**src/hdl/albs_pkg.sv**
```systemverilog
// Shared types, codes and step tables for the alert light and buzzer sequencer.
`default_nettype none

package albs_pkg;

    // Width of the tick counters
    localparam int COUNT_WIDTH = 12;
    localparam int LEN_WIDTH   = 11;
    localparam int STEP_WIDTH  = 5;
    localparam int ADDR_WIDTH  = 6;

    // Idle blink: green on for the first 100 ms of each 1 s period
    localparam logic [COUNT_WIDTH-1:0] IDLE_ON_TICKS     = COUNT_WIDTH'(400);
    localparam logic [COUNT_WIDTH-1:0] IDLE_PERIOD_TICKS = COUNT_WIDTH'(4000);

    // Request kinds carried in the input tuser
    localparam logic [1:0] MODE_TICK  = 2'd0;
    localparam logic [1:0] MODE_ALERT = 2'd1;
    localparam logic [1:0] MODE_ACK   = 2'd2;

    // Pattern codes
    localparam logic [1:0] PSEL_AMBULANCE = 2'd0;
    localparam logic [1:0] PSEL_POLICE    = 2'd1;
    localparam logic [1:0] PSEL_FIRE      = 2'd2;
    localparam logic [1:0] PSEL_SOS       = 2'd3;

    typedef struct packed {
        logic                 lit;
        logic [LEN_WIDTH-1:0] len;
    } step_t;

    typedef struct packed {
        logic                   active;
        logic                   acked;
        logic [1:0]             pattern;
        logic [STEP_WIDTH-1:0]  step_index;
        logic [COUNT_WIDTH-1:0] step_ticks;
        logic                   police_toggle;
        logic [COUNT_WIDTH-1:0] idle_ticks;
    } state_t;

    typedef struct packed {
        logic running;
        logic buzzer;
        logic green;
        logic red;
    } result_t;

    // Number of steps in each pattern
    function automatic logic [STEP_WIDTH-1:0] pat_count(input logic [1:0] pat);
        logic [STEP_WIDTH-1:0] cnt;
        case (pat)
            PSEL_AMBULANCE: cnt = STEP_WIDTH'(4);
            PSEL_POLICE:    cnt = STEP_WIDTH'(2);
            PSEL_FIRE:      cnt = STEP_WIDTH'(7);
            PSEL_SOS:       cnt = STEP_WIDTH'(21);
            default:        cnt = STEP_WIDTH'(4);
        endcase
        return cnt;
    endfunction

    // First table entry of each pattern
    function automatic logic [ADDR_WIDTH-1:0] pat_offset(input logic [1:0] pat);
        logic [ADDR_WIDTH-1:0] ofs;
        case (pat)
            PSEL_AMBULANCE: ofs = ADDR_WIDTH'(0);
            PSEL_POLICE:    ofs = ADDR_WIDTH'(4);
            PSEL_FIRE:      ofs = ADDR_WIDTH'(6);
            PSEL_SOS:       ofs = ADDR_WIDTH'(13);
            default:        ofs = ADDR_WIDTH'(0);
        endcase
        return ofs;
    endfunction

    // Table address of the current step; an index past the end reads step zero
    function automatic logic [ADDR_WIDTH-1:0] step_addr(input logic [1:0] pat,
                                                        input logic [STEP_WIDTH-1:0] idx);
        logic [STEP_WIDTH-1:0] i;
        i = (idx >= pat_count(pat)) ? '0 : idx;
        return pat_offset(pat) + ADDR_WIDTH'(i);
    endfunction

    // Step table: lit flag and length in ticks
    function automatic step_t step_lookup(input logic [ADDR_WIDTH-1:0] addr);
        step_t s;
        case (addr)
            6'd0, 6'd2:
                s = '{lit: 1'b1, len: LEN_WIDTH'(600)};
            6'd1, 6'd7, 6'd9, 6'd11:
                s = '{lit: 1'b0, len: LEN_WIDTH'(320)};
            6'd3:
                s = '{lit: 1'b0, len: LEN_WIDTH'(1400)};
            6'd4, 6'd6, 6'd8, 6'd10, 6'd13, 6'd15, 6'd17, 6'd27, 6'd29, 6'd31:
                s = '{lit: 1'b1, len: LEN_WIDTH'(400)};
            6'd5, 6'd14, 6'd16, 6'd18, 6'd21, 6'd23, 6'd25, 6'd28, 6'd30, 6'd32:
                s = '{lit: 1'b0, len: LEN_WIDTH'(400)};
            6'd12:
                s = '{lit: 1'b0, len: LEN_WIDTH'(1200)};
            6'd19, 6'd26:
                s = '{lit: 1'b0, len: LEN_WIDTH'(600)};
            6'd20, 6'd22, 6'd24:
                s = '{lit: 1'b1, len: LEN_WIDTH'(1400)};
            6'd33:
                s = '{lit: 1'b0, len: LEN_WIDTH'(2000)};
            default:
                s = '{lit: 1'b0, len: '0};
        endcase
        return s;
    endfunction

endpackage

`default_nettype wire

```
**src/hdl/albs_core.sv**
```systemverilog
// Next-state and output logic of the sequencer for one request.
`default_nettype none

module albs_core
    import albs_pkg::*;
(
    input  wire state_t     st,
    input  wire logic [1:0] mode,
    input  wire logic [2:0] pattern,
    output state_t          st_next,
    output result_t         res
);

    step_t                  cur;
    step_t                  nxt;
    logic [COUNT_WIDTH-1:0] tick_cnt;
    logic [COUNT_WIDTH-1:0] idle_cnt;
    logic [STEP_WIDTH-1:0]  idx_inc;
    logic                   police;

    // Advance the state for this request
    always_comb
    begin
        st_next  = st;
        cur      = step_lookup(step_addr(st.pattern, st.step_index));
        tick_cnt = st.step_ticks + COUNT_WIDTH'(1);
        idle_cnt = st.idle_ticks + COUNT_WIDTH'(1);
        idx_inc  = st.step_index + STEP_WIDTH'(1);

        case (mode)
            MODE_TICK:
            begin
                if (st.acked)
                begin
                    st_next = st;
                end
                else if (st.active)
                begin
                    st_next.step_ticks = tick_cnt;
                    if (tick_cnt >= COUNT_WIDTH'(cur.len))
                    begin
                        st_next.step_ticks = '0;
                        st_next.step_index = idx_inc;
                        if (idx_inc >= pat_count(st.pattern))
                        begin
                            st_next.step_index = '0;
                            if (st.pattern == PSEL_POLICE)
                            begin
                                st_next.police_toggle = ~st.police_toggle;
                            end
                        end
                    end
                end
                else
                begin
                    st_next.idle_ticks = (idle_cnt >= IDLE_PERIOD_TICKS) ? '0 : idle_cnt;
                end
            end
            MODE_ALERT:
            begin
                if (pattern[2] == 1'b0)
                begin
                    st_next.active     = 1'b1;
                    st_next.acked      = 1'b0;
                    st_next.pattern    = pattern[1:0];
                    st_next.step_index = '0;
                    st_next.step_ticks = '0;
                end
                else
                begin
                    // Unknown pattern: drop to idle and restart the blink
                    st_next.active     = 1'b0;
                    st_next.acked      = 1'b0;
                    st_next.idle_ticks = '0;
                end
            end
            MODE_ACK:
            begin
                st_next.acked  = 1'b1;
                st_next.active = 1'b0;
            end
            default:
            begin
                st_next = st;
            end
        endcase
    end

    // Derive the output levels from the updated state
    always_comb
    begin
        nxt    = step_lookup(step_addr(st_next.pattern, st_next.step_index));
        police = (st_next.pattern == PSEL_POLICE);
        res    = '0;
        if (st_next.acked)
        begin
            res.green = 1'b1;
        end
        else if (st_next.active)
        begin
            res.running = 1'b1;
            if (nxt.lit)
            begin
                res.buzzer = ~st_next.step_ticks[0];
                if (police)
                begin
                    res.red   = st_next.police_toggle;
                    res.green = ~st_next.police_toggle;
                end
                else
                begin
                    res.red = 1'b1;
                end
            end
        end
        else
        begin
            res.green = (st_next.idle_ticks < IDLE_ON_TICKS);
        end
    end

endmodule

`default_nettype wire

```
**src/hdl/alert_light_buzzer_sequencer_unit.sv**
```systemverilog
// Top level of the alert light and buzzer sequencer with its stream ports.
`default_nettype none

// Each request is a 250 us tick, an alert with a pattern code, or an acknowledge,
// and each returns one result with the red, green and buzzer levels and a
// pattern-running flag as they stand after that request. A request is captured
// in an input register and then passes through the step table and counter
// logic into the result register once that register is free or being drained;
// one request per clock is sustained while the receiver accepts results. A stalled
// result holds the pipeline only when both stages are full.

module alert_light_buzzer_sequencer_unit
    import albs_pkg::*;
(
    input  wire        clk,
    input  wire        rst_n,
    input  wire        s_axis_tvalid,
    output logic       s_axis_tready,
    input  wire  [7:0] s_axis_tdata,   // [2:0] pattern, [7:3] zero
    input  wire  [1:0] s_axis_tuser,   // [1:0] mode
    output logic       m_axis_tvalid,
    input  wire        m_axis_tready,
    output logic [7:0] m_axis_tdata    // [0] red_on, [1] green_on, [2] buzzer_on,
                                       // [3] pattern_running, [7:4] zero
);

    logic       in_vld_reg;
    logic [1:0] in_mode_reg;
    logic [2:0] in_pattern_reg;
    state_t     state_reg;
    state_t     state_next;
    result_t    res_next;
    logic       out_vld_reg;
    result_t    out_res_reg;
    logic       advance;

    // Move the held request on when the result slot is free or being drained
    assign advance       = in_vld_reg && (!out_vld_reg || m_axis_tready);
    assign s_axis_tready = !in_vld_reg || advance;

    // Capture the incoming request
    always_ff @(posedge clk or negedge rst_n)
    begin
        if (!rst_n)
        begin
            in_vld_reg <= 1'b0;
        end
        else if (s_axis_tready)
        begin
            in_vld_reg <= s_axis_tvalid;
        end
    end

    always_ff @(posedge clk)
    begin
        if (s_axis_tready && s_axis_tvalid)
        begin
            in_mode_reg    <= s_axis_tuser;
            in_pattern_reg <= s_axis_tdata[2:0];
        end
    end

    albs_core u_core (
        .st      (state_reg),
        .mode    (in_mode_reg),
        .pattern (in_pattern_reg),
        .st_next (state_next),
        .res     (res_next)
    );

    // Update the sequencer state as each request completes
    always_ff @(posedge clk or negedge rst_n)
    begin
        if (!rst_n)
        begin
            state_reg <= '0;
        end
        else if (advance)
        begin
            state_reg <= state_next;
        end
    end

    // Hold the result until it is taken
    always_ff @(posedge clk or negedge rst_n)
    begin
        if (!rst_n)
        begin
            out_vld_reg <= 1'b0;
        end
        else if (advance)
        begin
            out_vld_reg <= 1'b1;
        end
        else if (m_axis_tready)
        begin
            out_vld_reg <= 1'b0;
        end
    end

    always_ff @(posedge clk)
    begin
        if (advance)
        begin
            out_res_reg <= res_next;
        end
    end

    assign m_axis_tvalid = out_vld_reg;
    assign m_axis_tdata  = {4'b0000, out_res_reg.running, out_res_reg.buzzer,
                            out_res_reg.green, out_res_reg.red};

    // An acknowledged sequencer never runs a pattern
    a_ack_excl: assert property (@(posedge clk) disable iff (!rst_n)
        !(state_reg.acked && state_reg.active))
        else $error("acknowledge and active pattern both set");

    // A running pattern always points inside its own step list
    a_step_range: assert property (@(posedge clk) disable iff (!rst_n)
        state_reg.active |-> (state_reg.step_index < pat_count(state_reg.pattern)))
        else $error("step index beyond pattern length");

    // The idle blink counter wraps within its period
    a_idle_range: assert property (@(posedge clk) disable iff (!rst_n)
        state_reg.idle_ticks < IDLE_PERIOD_TICKS)
        else $error("idle counter outside blink period");

    // Input backpressure only when both stages hold a request
    a_ready: assert property (@(posedge clk) disable iff (!rst_n)
        !s_axis_tready |-> (in_vld_reg && out_vld_reg))
        else $error("input stalled with a free stage");

    // A state update always produces a result
    a_result: assert property (@(posedge clk) disable iff (!rst_n)
        advance |=> m_axis_tvalid)
        else $error("completed request without result");

endmodule

`default_nettype wire

```
**config.mk**
```make
export PLATFORM = sky130hd
export DESIGN_NAME = alert_light_buzzer_sequencer_unit
export DESIGN_NICKNAME = d
export VERILOG_FILES = /design/src/hdl/albs_pkg.sv /design/src/hdl/albs_core.sv /design/src/hdl/alert_light_buzzer_sequencer_unit.sv
export SDC_FILE = /design/constraint.sdc
export NUM_CORES = 1
export LEC_CHECK = 0
export BUFFER_PORTS_ARGS = -buffer_cell sky130_fd_sc_hd__buf_4
export CORE_UTILIZATION = 55
export CTS_CLUSTER_SIZE = 14
export DETAILED_ROUTE_END_ITERATION = 8
export GPL_TIMING_DRIVEN = 0
export HOLD_SLACK_MARGIN = 0.06
export PLACE_DENSITY_LB_ADDON = 0.2
export REMOVE_ABC_BUFFERS = 1
export SYNTH_ARGS = -nofsm -noshare
export SYNTH_HDL_FRONTEND = slang
export SYNTH_SLANG_ARGS = --single-unit
```
**constraint.sdc**
```tcl
create_clock -name clk -period 9.85 [get_ports clk]
set_clock_uncertainty 0.1 [all_clocks]
set_input_delay 1.97 -clock clk [delete_from_list [all_inputs] [get_ports clk]]
set_output_delay 1.97 -clock clk [all_outputs]
set_load 0.03 [all_outputs]
```
==> impl_metrics.toml, run 1 <==
[run]
cap_violations = 0

[cts]
hold_buffers = 0
cts.sinks = 45
clk_pin_slew_ns = 0.08
htreeDepth = 2
insertion_delay_ns = 0.31
cts_buffers = 5
clockBufferDepth = 2
cts_tree = "built"
root_buffer = "clkbuf_8"

[drt]
via_per_inst = 6.221
routed_wl_um = 9909
detail-route-antenna-nets = 0
drt-wirelength-per-cell_um = 15.65
drtIter0Drc = 214
drc_errors = 0
vias = 3938
first_pass_iters = 4

[synth]
yosys.area.top_type = "dfrtp_1"
async_flop_share_pct = 80.00
synthTopCellsByArea = "dfrtp_1, ha_1, edfxtp_1"
synth_top_area_share_pct = 20.64
synth_area_um2 = 4364
postSynthCellCount = 533
ys_seq_area_share_pct = 26.83
avgSynthCellArea_um2 = 8.188
synth_cell_types = 68
yosys_warnings = 0
synth_edf_count = 9
ys_seq_elements = 45
synth_top_flop_cell = "dfrtp_1"

[power_and_ir_drop]
peakVddDrop_uv = 96.92
p_int_w = 0.0003778
comb_power_share_pct = 46.4
seq_power_share_pct = 35.3
powerDensity_nw_per_um2 = 142.5
pwr-share-clk_pct = 18.4
switching_share_pct = 42.95
power_switching_w = 0.0002844
leakage_nw = 1.899

[placement]
place_inst = 623
dp_hpwl_um = 7401
port_buffers = 14
gp_congestion = 0.9194

[floorplan]
die_y_um = 91.08
rows = 32
die_w_um = 91.08
core_area_um2 = 7687
die_area_um2 = 8295
io_pins = 24
initial_core_util_pct = 56.77

[layout]
synthToLayoutAreaGrowth_pct = 6.451
largest_reg_flops = 34
drive_gt1_share_pct = 8.098
antenna_cells = 0
final-instance-count-excl-fill = 633
fin_nets = 590

[global_routing]
grt_antenna_before_repair = 0
grt_overflow = 0
grt_first_pass_wirelength_um = 17260
first_global_vias = 3806
grt_max_degree = 37
grt.total_usage_pct = 25.13

[critical_path]
path_max_fanout = 6
cp.arrival_ns = 9.25
rr_startpoint = "state_reg[30]$_DFFE_PN0P_"
reg2reg_depth = 43
crit_type = "flip-flop to flip-flop"
max_stage_delay_ns = 0.49
cp.required_ns = 9.87
slowest_stage = "dfrtp_1"
worstSetupStartpointType = "flip-flop"
endpoint_kind = "flip-flop"
r2r_end = "m_axis_tdata[1]$_SDFFCE_PP1P_"
r2r_slack_ns = 0.62
cpMostUsedCell = "ha_1"

[timing]
period_minus_slack_ns = 9.233
setup_viol_count_final = 0
finalCritPeriodShare_pct = 93.73
tightest_slew_ns = 1.263
tns_ns = 0
maxSlewHeadroom_pct = 15.32
rsz0062_at_grt = "no"
fmax_mhz = 108.3
finalHoldViolations = 0
drv_slew = 0

[hold_path]
hold_depth = 1
hold_class = "flip-flop to flip-flop"
min_from = "state_reg[12]$_DFFE_PN0P_"
worst_hold_path.endpoint = "state_reg[12]$_DFFE_PN0P_"

[outcome]
status = "completed"
power by group through the flow:
stage	clock network, W	logic [W]	registers [W]
finish	0.000122	0.000307	0.000233
global route	0.000134	0.000346	0.000238
CTS	0.000126	0.000301	0.000233
detailed placement	0	0.000297	0.000236
global placement	0	0.000285	0.000235
floorplan	0	0.000227	0.000233
final cells by class:
cell class | count | area (µm²)
inverter | 29 | 108.9
multi-input combinational | 433 | 3024
sequential | 45 | 1172
clock buffer | 5 | 68.82
tap | 102 | 127.6
clock inverter | 3 | 23.77
fill | 709 | 3042
timing repair buffer | 16 | 120.1
synth_stat cells (3+ instances only):
cell,number
a211oi_1,6
a21o_1,10
a21oi_1,27
a22o_1,7
a22oi_1,6
a31oi_1,8
a32o_1,8
and2_1,8
and3_1,5
and4_1,4
buf_4,4
clkbuf_1,20
dfrtp_1,36
edfxtp_1,9
ha_1,44
inv_1,29
mux2i_1,5
nand2_1,57
nand2b_1,18
nand3_1,21
nand4_1,4
nor2_1,36
nor2b_1,7
nor3_1,13
nor4_1,5
o21a_1,5
o21ai_0,39
o221ai_1,4
o22ai_1,5
o311ai_0,4
o31ai_1,4
or3_1,3
xnor2_1,20
xor2_1,8
metrics by stage:
step | setup WS (ns) | power, W | util, % | hold slack, ns | instance area (µm²)
after global routing | 0.01599 | 0.0007168 | 60.43 | 0.4271 | 4646
after CTS | 0.2977 | 0.0006597 | 59.59 | 0.4064 | 4581
after floorplan | 1.407 | 0.0004599 | - | 0.3572 | 4248
after detailed placement | 0.04083 | 0.0005337 | 58.28 | 0.3847 | 4481
final | 0.6174 | 0.0006621 | 60.43 | 0.4049 | 4646
after global placement | 0.2831 | 0.0005202 | 58.28 | 0.3672 | 4481
placed cells by master (no fill, tap or decap), types with 5 or more instances in the layout:
cell type and instances:
a22o_1 7, a21o_1 10, o21ai_0 39, nand2_1 57, a21oi_1 26, nor3_1 13, mux2i_1 5, a32o_1 8
nor2b_1 7, ha_1 44, and3_1 5, nand3_1 21, nand2b_1 18, edfxtp_1 9, xor2_1 6, inv_1 29
o21a_1 5, and2_1 8, dfrtp_1 35, o22ai_1 5, a211oi_1 6, buf_4 16, nor4_1 5, a22oi_1 6
a31oi_1 7, nor2_1 35, xnor2_1 20, clkbuf_8 5
worst max-delay path: cells and delay by family (launching register included):
| kind | cells | cell delay [ns] |
|---|---|---|
| adder cells (fa/ha/maj) | 9 | 2.62 |
| multiplexers | 1 | 0.33 |
| AO/OA/AOI/OAI | 18 | 3.63 |
| flip-flops | 1 | 0.49 |
| XOR/XNOR | 1 | 0.19 |
| AND/OR/NAND/NOR | 10 | 1.41 |
| buffers and inverters | 4 | 0.27 |
metal layers:
metal	track usage, %	share of wire [%]	vias to the layer above
li1	-	-	1933
met1	31.52	44	1903
met2	45.77	51	95
met3	3.015	4.3	7
met4	5.952	0.63	0
met5	0	0	-
worst max-delay path by stage:
| stage | to | startpoint |
|---|---|---|
| floorplan | m_axis_tdata[1]$_SDFFCE_PP1P_ | state_reg[31]$_DFFE_PN0P_ |
| global placement | m_axis_tdata[1]$_SDFFCE_PP1P_ | state_reg[31]$_DFFE_PN0P_ |
| detailed placement | m_axis_tdata[1]$_SDFFCE_PP1P_ | state_reg[31]$_DFFE_PN0P_ |
| CTS | m_axis_tdata[1]$_SDFFCE_PP1P_ | state_reg[31]$_DFFE_PN0P_ |
| global route | m_axis_tdata[1]$_SDFFCE_PP1P_ | state_reg[30]$_DFFE_PN0P_ |
| finish | m_axis_tdata[1]$_SDFFCE_PP1P_ | state_reg[30]$_DFFE_PN0P_ |
timing repair:
action | in CTS | in global routing
setup buffers | 0 | 2
setup endpoints to repair | 1 | 3
pin swaps | 0 | 1
resized for setup | 1 | 9
logic make-up (layout without fill, tap and decap cells):
| logic type | after synthesis | after routing | share of synthesized area, % |
|---|---|---|---|
| flops | 45 | 45 | 26.83 |
| simple gates | 191 | 191 | 21.73 |
| buf+inv | 58 | 53 | 5.418 |
| compound gates | 155 | 155 | 24.54 |
| mux | 8 | 8 | 2.007 |
| xor+xnor | 28 | 28 | 5.619 |
| other cells | 1 | 4 | 0.08593 |
| fa+ha+maj | 47 | 47 | 13.76 |
Note: power is estimated with default switching activity, not from simulation.
==> run 2, diff against run 1 <==
--- a/config.mk
+++ b/config.mk
@@ -11,7 +11,7 @@
 export DETAILED_ROUTE_END_ITERATION = 8
 export GPL_TIMING_DRIVEN = 0
 export HOLD_SLACK_MARGIN = 0.06
-export PLACE_DENSITY_LB_ADDON = 0.2
+export PLACE_DENSITY_LB_ADDON = 0.15
 export REMOVE_ABC_BUFFERS = 1
 export SYNTH_ARGS = -nofsm -noshare
 export SYNTH_HDL_FRONTEND = slang
==> impl_metrics.toml, run 2 (synthesis gave the netlist of run 1 again) <==
[outcome]
status = "completed"

[drt]
vias = 3889
drt-wirelength-per-cell_um = 15.60
drc_errors = 0
detail-route-antenna-nets = 0
via_per_inst = 6.144
routed_wl_um = 9877
first_pass_iters = 5
drtIter0Drc = 189

[timing]
setup_viol_count_final = 0
tightest_slew_ns = 1.226
maxSlewHeadroom_pct = 17.81
rsz0062_at_grt = "no"
finalWorstSetupSlack_ns = 0.6398
period_minus_slack_ns = 9.210
finalCritPeriodShare_pct = 93.50
drv_slew = 0
fmax_mhz = 108.6
tns_ns = 0
finalHoldViolations = 0

[critical_path]
endpoint_kind = "flip-flop"
path_max_fanout = 16
cpLargestDelayFamily = "adder cells"
worstSetupStartpointType = "flip-flop"
cp.arrival_ns = 9.23
crit_buf_inv = 4
slowest_stage = "dfrtp_1"
crit_type = "flip-flop to flip-flop"
cp.required_ns = 9.87
cpMostUsedCell = "ha_1"
max_stage_delay_ns = 0.51

[power_and_ir_drop]
powerDensity_nw_per_um2 = 144.9
leakage_nw = 1.903
peakVddDrop_uv = 90.02

[global_routing]
first_global_vias = 3560
grt_antenna_before_repair = 0
grt_first_pass_wirelength_um = 16500
grt_max_degree = 37
grt.total_usage_pct = 24.19
grt_overflow = 0

[layout]
antenna_cells = 0
fin_nets = 590
multi_input_area_um2 = 3013
utilization_pct = 60.50
drive_gt1_share_pct = 7.721
register_area_um2 = 1171
final_common_cell = "nand2_1"
final_cell_mix = "nand2_1, ha_1, o21ai_0"
nFillCells = 714
synthToLayoutAreaGrowth_pct = 6.565
largest_reg_flops = 34

[cts]
cts.sinks = 45
cts_tree = "built"
root_buffer = "clkbuf_8"
clk_pin_slew_ns = 0.08
cts_buffers = 5
hold_buffers = 0
clockBufferDepth = 2
insertion_delay_ns = 0.31
htreeDepth = 2

[floorplan]
die_y_um = 91.08
io_pins = 24
die_w_um = 91.08
initial_core_util_pct = 56.77
core_area_um2 = 7687
die_area_um2 = 8295
rows = 32

[placement]
dp_hpwl_um = 7208
dp_slack_ns = 0.1033
port_buffers = 14
gp_congestion = 0.8928

[run]
cap_violations = 0

[hold_path]
hold_class = "flip-flop to flip-flop"
[run 2: per-layer routing]
metal,vias up,wire length (µm),global-route usage (%)
met2,83,4782,40.59
met5,-,0,0
met3,14,364,3.518
met4,0,144,6.217
li1,1922,-,-
met1,1870,4585,32.66
[run 2: power by group]
group	internal (W)	switching (W)
Combinational	0.000119	0.000187
Clock	0.0000658	0.0000687
Sequential	0.000207	0.0000270
[run 2: path summary, 6_finish.rpt]
path,cells after the start,endpoint,start,slack [ns]
worst max-delay path,43,m_axis_tdata[2]$_SDFFCE_PP0P_,state_reg[31]$_DFFE_PN0P_,0.64
worst min-delay path,1,m_axis_tvalid$_DFFE_PN0P_,in_vld_reg$_DFFE_PN0N_,0.39
worst max register to register,43,m_axis_tdata[2]$_SDFFCE_PP0P_,state_reg[31]$_DFFE_PN0P_,0.64
worst min register to register,1,m_axis_tvalid$_DFFE_PN0P_,in_vld_reg$_DFFE_PN0N_,0.39
max in group asynchronous,1,state_reg[33]$_DFFE_PN0P_,rst_n,7.79
min in group asynchronous,1,state_reg[8]$_DFFE_PN0P_,rst_n,1.51
[run 2: cell type report]
class | instances | area share, %
Clock buffer | 6 | 2.018
Clock inverter | 2 | 0.3497
Inverter | 29 | 2.341
Multi-Input combinational cell | 433 | 64.78
Sequential cell | 45 | 25.18
Tap cell | 102 | 2.744
Timing Repair Buffer | 16 | 2.583
[run 2: timing repair]
item,CTS,global route
resized for setup,0,7
setup endpoints to repair,0,3
endpoints found under the hold margin,0,0
buffers inserted,0,2
[run 2: per-stage QoR]
stage / cells / total power [W] / cell area, µm² / hold slack, ns
after floorplan: 507 / 0.0004599 / 4248 / 0.3572
after global placement: 623 / 0.0005213 / 4481 / 0.3683
after detailed placement: 623 / 0.0005334 / 4481 / 0.3857
after CTS: 631 / 0.0006698 / 4591 / 0.4014
after global routing: 633 / 0.0007259 / 4651 / 0.4185
final: 633 / 0.0006740 / 4651 / 0.3944
==> run 3, diff against run 2 <==
--- a/config.mk
+++ b/config.mk
@@ -5,6 +5,7 @@
 export SDC_FILE = /design/constraint.sdc
 export NUM_CORES = 1
 export LEC_CHECK = 0
+export ABC_AREA = 1
 export BUFFER_PORTS_ARGS = -buffer_cell sky130_fd_sc_hd__buf_4
 export CORE_UTILIZATION = 55
 export CTS_CLUSTER_SIZE = 14
==> impl_metrics.toml, run 3 <==
[outcome]
status = "completed"

[synth]
synth_top_flop_cell = "dfrtp_1"
synth_area_um2 = 3991
synth_edf_count = 9
yosysMostFrequentCell = "nand2_1"
ys_seq_area_share_pct = 29.34
async_flop_share_pct = 80.00
yosys_warnings = 0
synthTopCellsByArea = "dfrtp_1, ha_1, nand2_1"
synth_common_cells = "nand2_1, inv_1, nor2_1"
yosys.area.top_type = "dfrtp_1"
avgSynthCellArea_um2 = 7.140
postSynthCellCount = 559
ys_seq_elements = 45
synth_cell_types = 44
synth_top_area_share_pct = 22.57

[global_routing]
grt_overflow = 0
grt_max_degree = 37
grt.total_usage_pct = 23.88
grt_antenna_before_repair = 0
grt_first_pass_wirelength_um = 14530
first_global_vias = 3396

[critical_path]
startpoint = "state_reg[31]$_DFFE_PN0P_"
crit_type = "flip-flop to flip-flop"
endpoint_kind = "flip-flop"
max_stage_delay_ns = 0.46
r2r_slack_ns = 1.50
slowest_stage = "dfrtp_1"
r2r_end = "m_axis_tdata[0]$_SDFFCE_PP0P_"
cp.arrival_ns = 8.39
path_max_fanout = 6
cp.required_ns = 9.89
endpoint = "m_axis_tdata[0]$_SDFFCE_PP0P_"
cpMostUsedCell = "inv_1"
rr_startpoint = "state_reg[31]$_DFFE_PN0P_"
worstSetupStartpointType = "flip-flop"
reg2reg_depth = 49

[cts]
hold_buffers = 0
cts_setup_buffers = 0
clk_pin_slew_ns = 0.08
clockBufferDepth = 2
cts.sinks = 45
root_buffer = "clkbuf_8"
cts_tree = "built"
htreeDepth = 2
cts_buffers = 5
insertion_delay_ns = 0.30
cts_resized = 0

[layout]
largest_reg_flops = 34
nFillCells = 663
drive_gt1_share_pct = 7.478
final_cell_mix = "nand2_1, inv_1, nor2_1"
final_common_cell = "nand2_1"
utilization_pct = 61.65
fin_nets = 634
synthToLayoutAreaGrowth_pct = 6.677
antenna_cells = 0

[drt]
drt-wirelength-per-cell_um = 12.50
drc_errors = 0
first_pass_iters = 4
detail-route-antenna-nets = 0
drtIter0Drc = 194
vias = 3598
routed_wl_um = 8385
via_per_inst = 5.362

[hold_path]
hold_class = "flip-flop to flip-flop"

[timing]
tightest_slew_ns = 1.319
drv_slew = 0
finalHoldViolations = 0
rsz0062_at_grt = "no"
holdWs_ns = 0.4225
finalCritPeriodShare_pct = 84.75
tns_ns = 0
maxSlewHeadroom_pct = 11.24
period_minus_slack_ns = 8.348
setup_viol_count_final = 0
fmax_mhz = 119.8

[placement]
port_buffers = 14
dp_hpwl_um = 6542
gp_congestion = 0.8540

[power_and_ir_drop]
leakage_nw = 2.163
peakVddDrop_uv = 166.2
powerDensity_nw_per_um2 = 271.9

[floorplan]
io_pins = 24
die_y_um = 87.19
die_w_um = 87.19
die_area_um2 = 7601
initial_core_util_pct = 57.79
core_area_um2 = 6907
rows = 30

[run]
cap_violations = 0
## run 3: cell types whose count changed after synthesis, sizes merged, moves of 9 or more
cell    previous run  this run
clkbuf            21         3
nand2             57       128
nand2b            18         0
a21oi             27        18
inv               29       105
nor2              37        56
xnor2             20         2
o22ai              5        24
## run 3: critical path, delay by kind of cell, from the launching register on
family,cells,cell delay [ns]
AOI/OAI and AO/OA,10,1.75
buffers and inverters,8,0.64
adders and majority gates,9,2.63
and+or+nand+nor,22,2.65
DFF,1,0.46
## run 3: metal layers
layer	vias up	global-route usage, %	routed length, µm
met1	1693	30.76	3916
met5	-	0	0
met3	9	3.223	239
met4	0	5.663	107
li1	1839	-	-
met2	57	42.45	4122
## run 3: how the worst min path moves through the flow
stage / startpoint / cells after the start / slack (ns) / to
2_1_floorplan: state_reg[12]$_DFFE_PN0P_ / 2 / 0.37 / state_reg[12]$_DFFE_PN0P_
3_3_place_gp: state_reg[12]$_DFFE_PN0P_ / 2 / 0.39 / state_reg[12]$_DFFE_PN0P_
3_5_place_dp: state_reg[12]$_DFFE_PN0P_ / 2 / 0.39 / state_reg[12]$_DFFE_PN0P_
4_1_cts: state_reg[12]$_DFFE_PN0P_ / 2 / 0.41 / state_reg[12]$_DFFE_PN0P_
5_1_grt: state_reg[12]$_DFFE_PN0P_ / 2 / 0.46 / state_reg[12]$_DFFE_PN0P_
6_report: state_reg[12]$_DFFE_PN0P_ / 2 / 0.42 / state_reg[12]$_DFFE_PN0P_
## run 3: kinds of logic (layout without fill, tap and decap cells)
family | Yosys count | count (layout) | synth area share (%)
simple gates | 243 | 243 | 27.18
buf+inv | 114 | 127 | 11.13
compound gates | 92 | 92 | 13.51
fa+ha+maj | 46 | 46 | 14.80
flops | 45 | 45 | 29.34
xor+xnor | 18 | 18 | 3.950
other cells | 1 | 4 | 0.09395
## run 3: report_power, final
group	total, W	internal (W)	switching [W]
logic	0.000755	0.000274	0.000480
clock network	0.000115	0.0000506	0.0000639
registers	0.000288	0.000236	0.0000529
total	0.00116	0.000560	0.000597
## run 3: layout make-up
| type | count | area (µm²) | share of cell area, % |
|---|---|---|---|
| inverters | 105 | 394.1 | 9.257 |
| well taps | 96 | 120.1 | 2.821 |
| clock buffers | 8 | 80.08 | 1.881 |
| repair buffers | 14 | 105.1 | 2.468 |
| multi-input cells | 403 | 2387 | 56.07 |
| flip-flops and latches | 45 | 1171 | 27.51 |
## run 3: per-stage QoR
step / worst slack, ns / power (W) / instances / cell area (µm²)
after detailed placement: 1.555 / 0.001040 / 663 / 4178
after global placement: 1.843 / 0.001008 / 663 / 4178
after global routing: 0.6893 / 0.001285 / 671 / 4258
after floorplan: 2.850 / 0.0008720 / 553 / 3953
after CTS: 1.526 / 0.001159 / 671 / 4258
final: 1.502 / 0.001158 / 671 / 4258
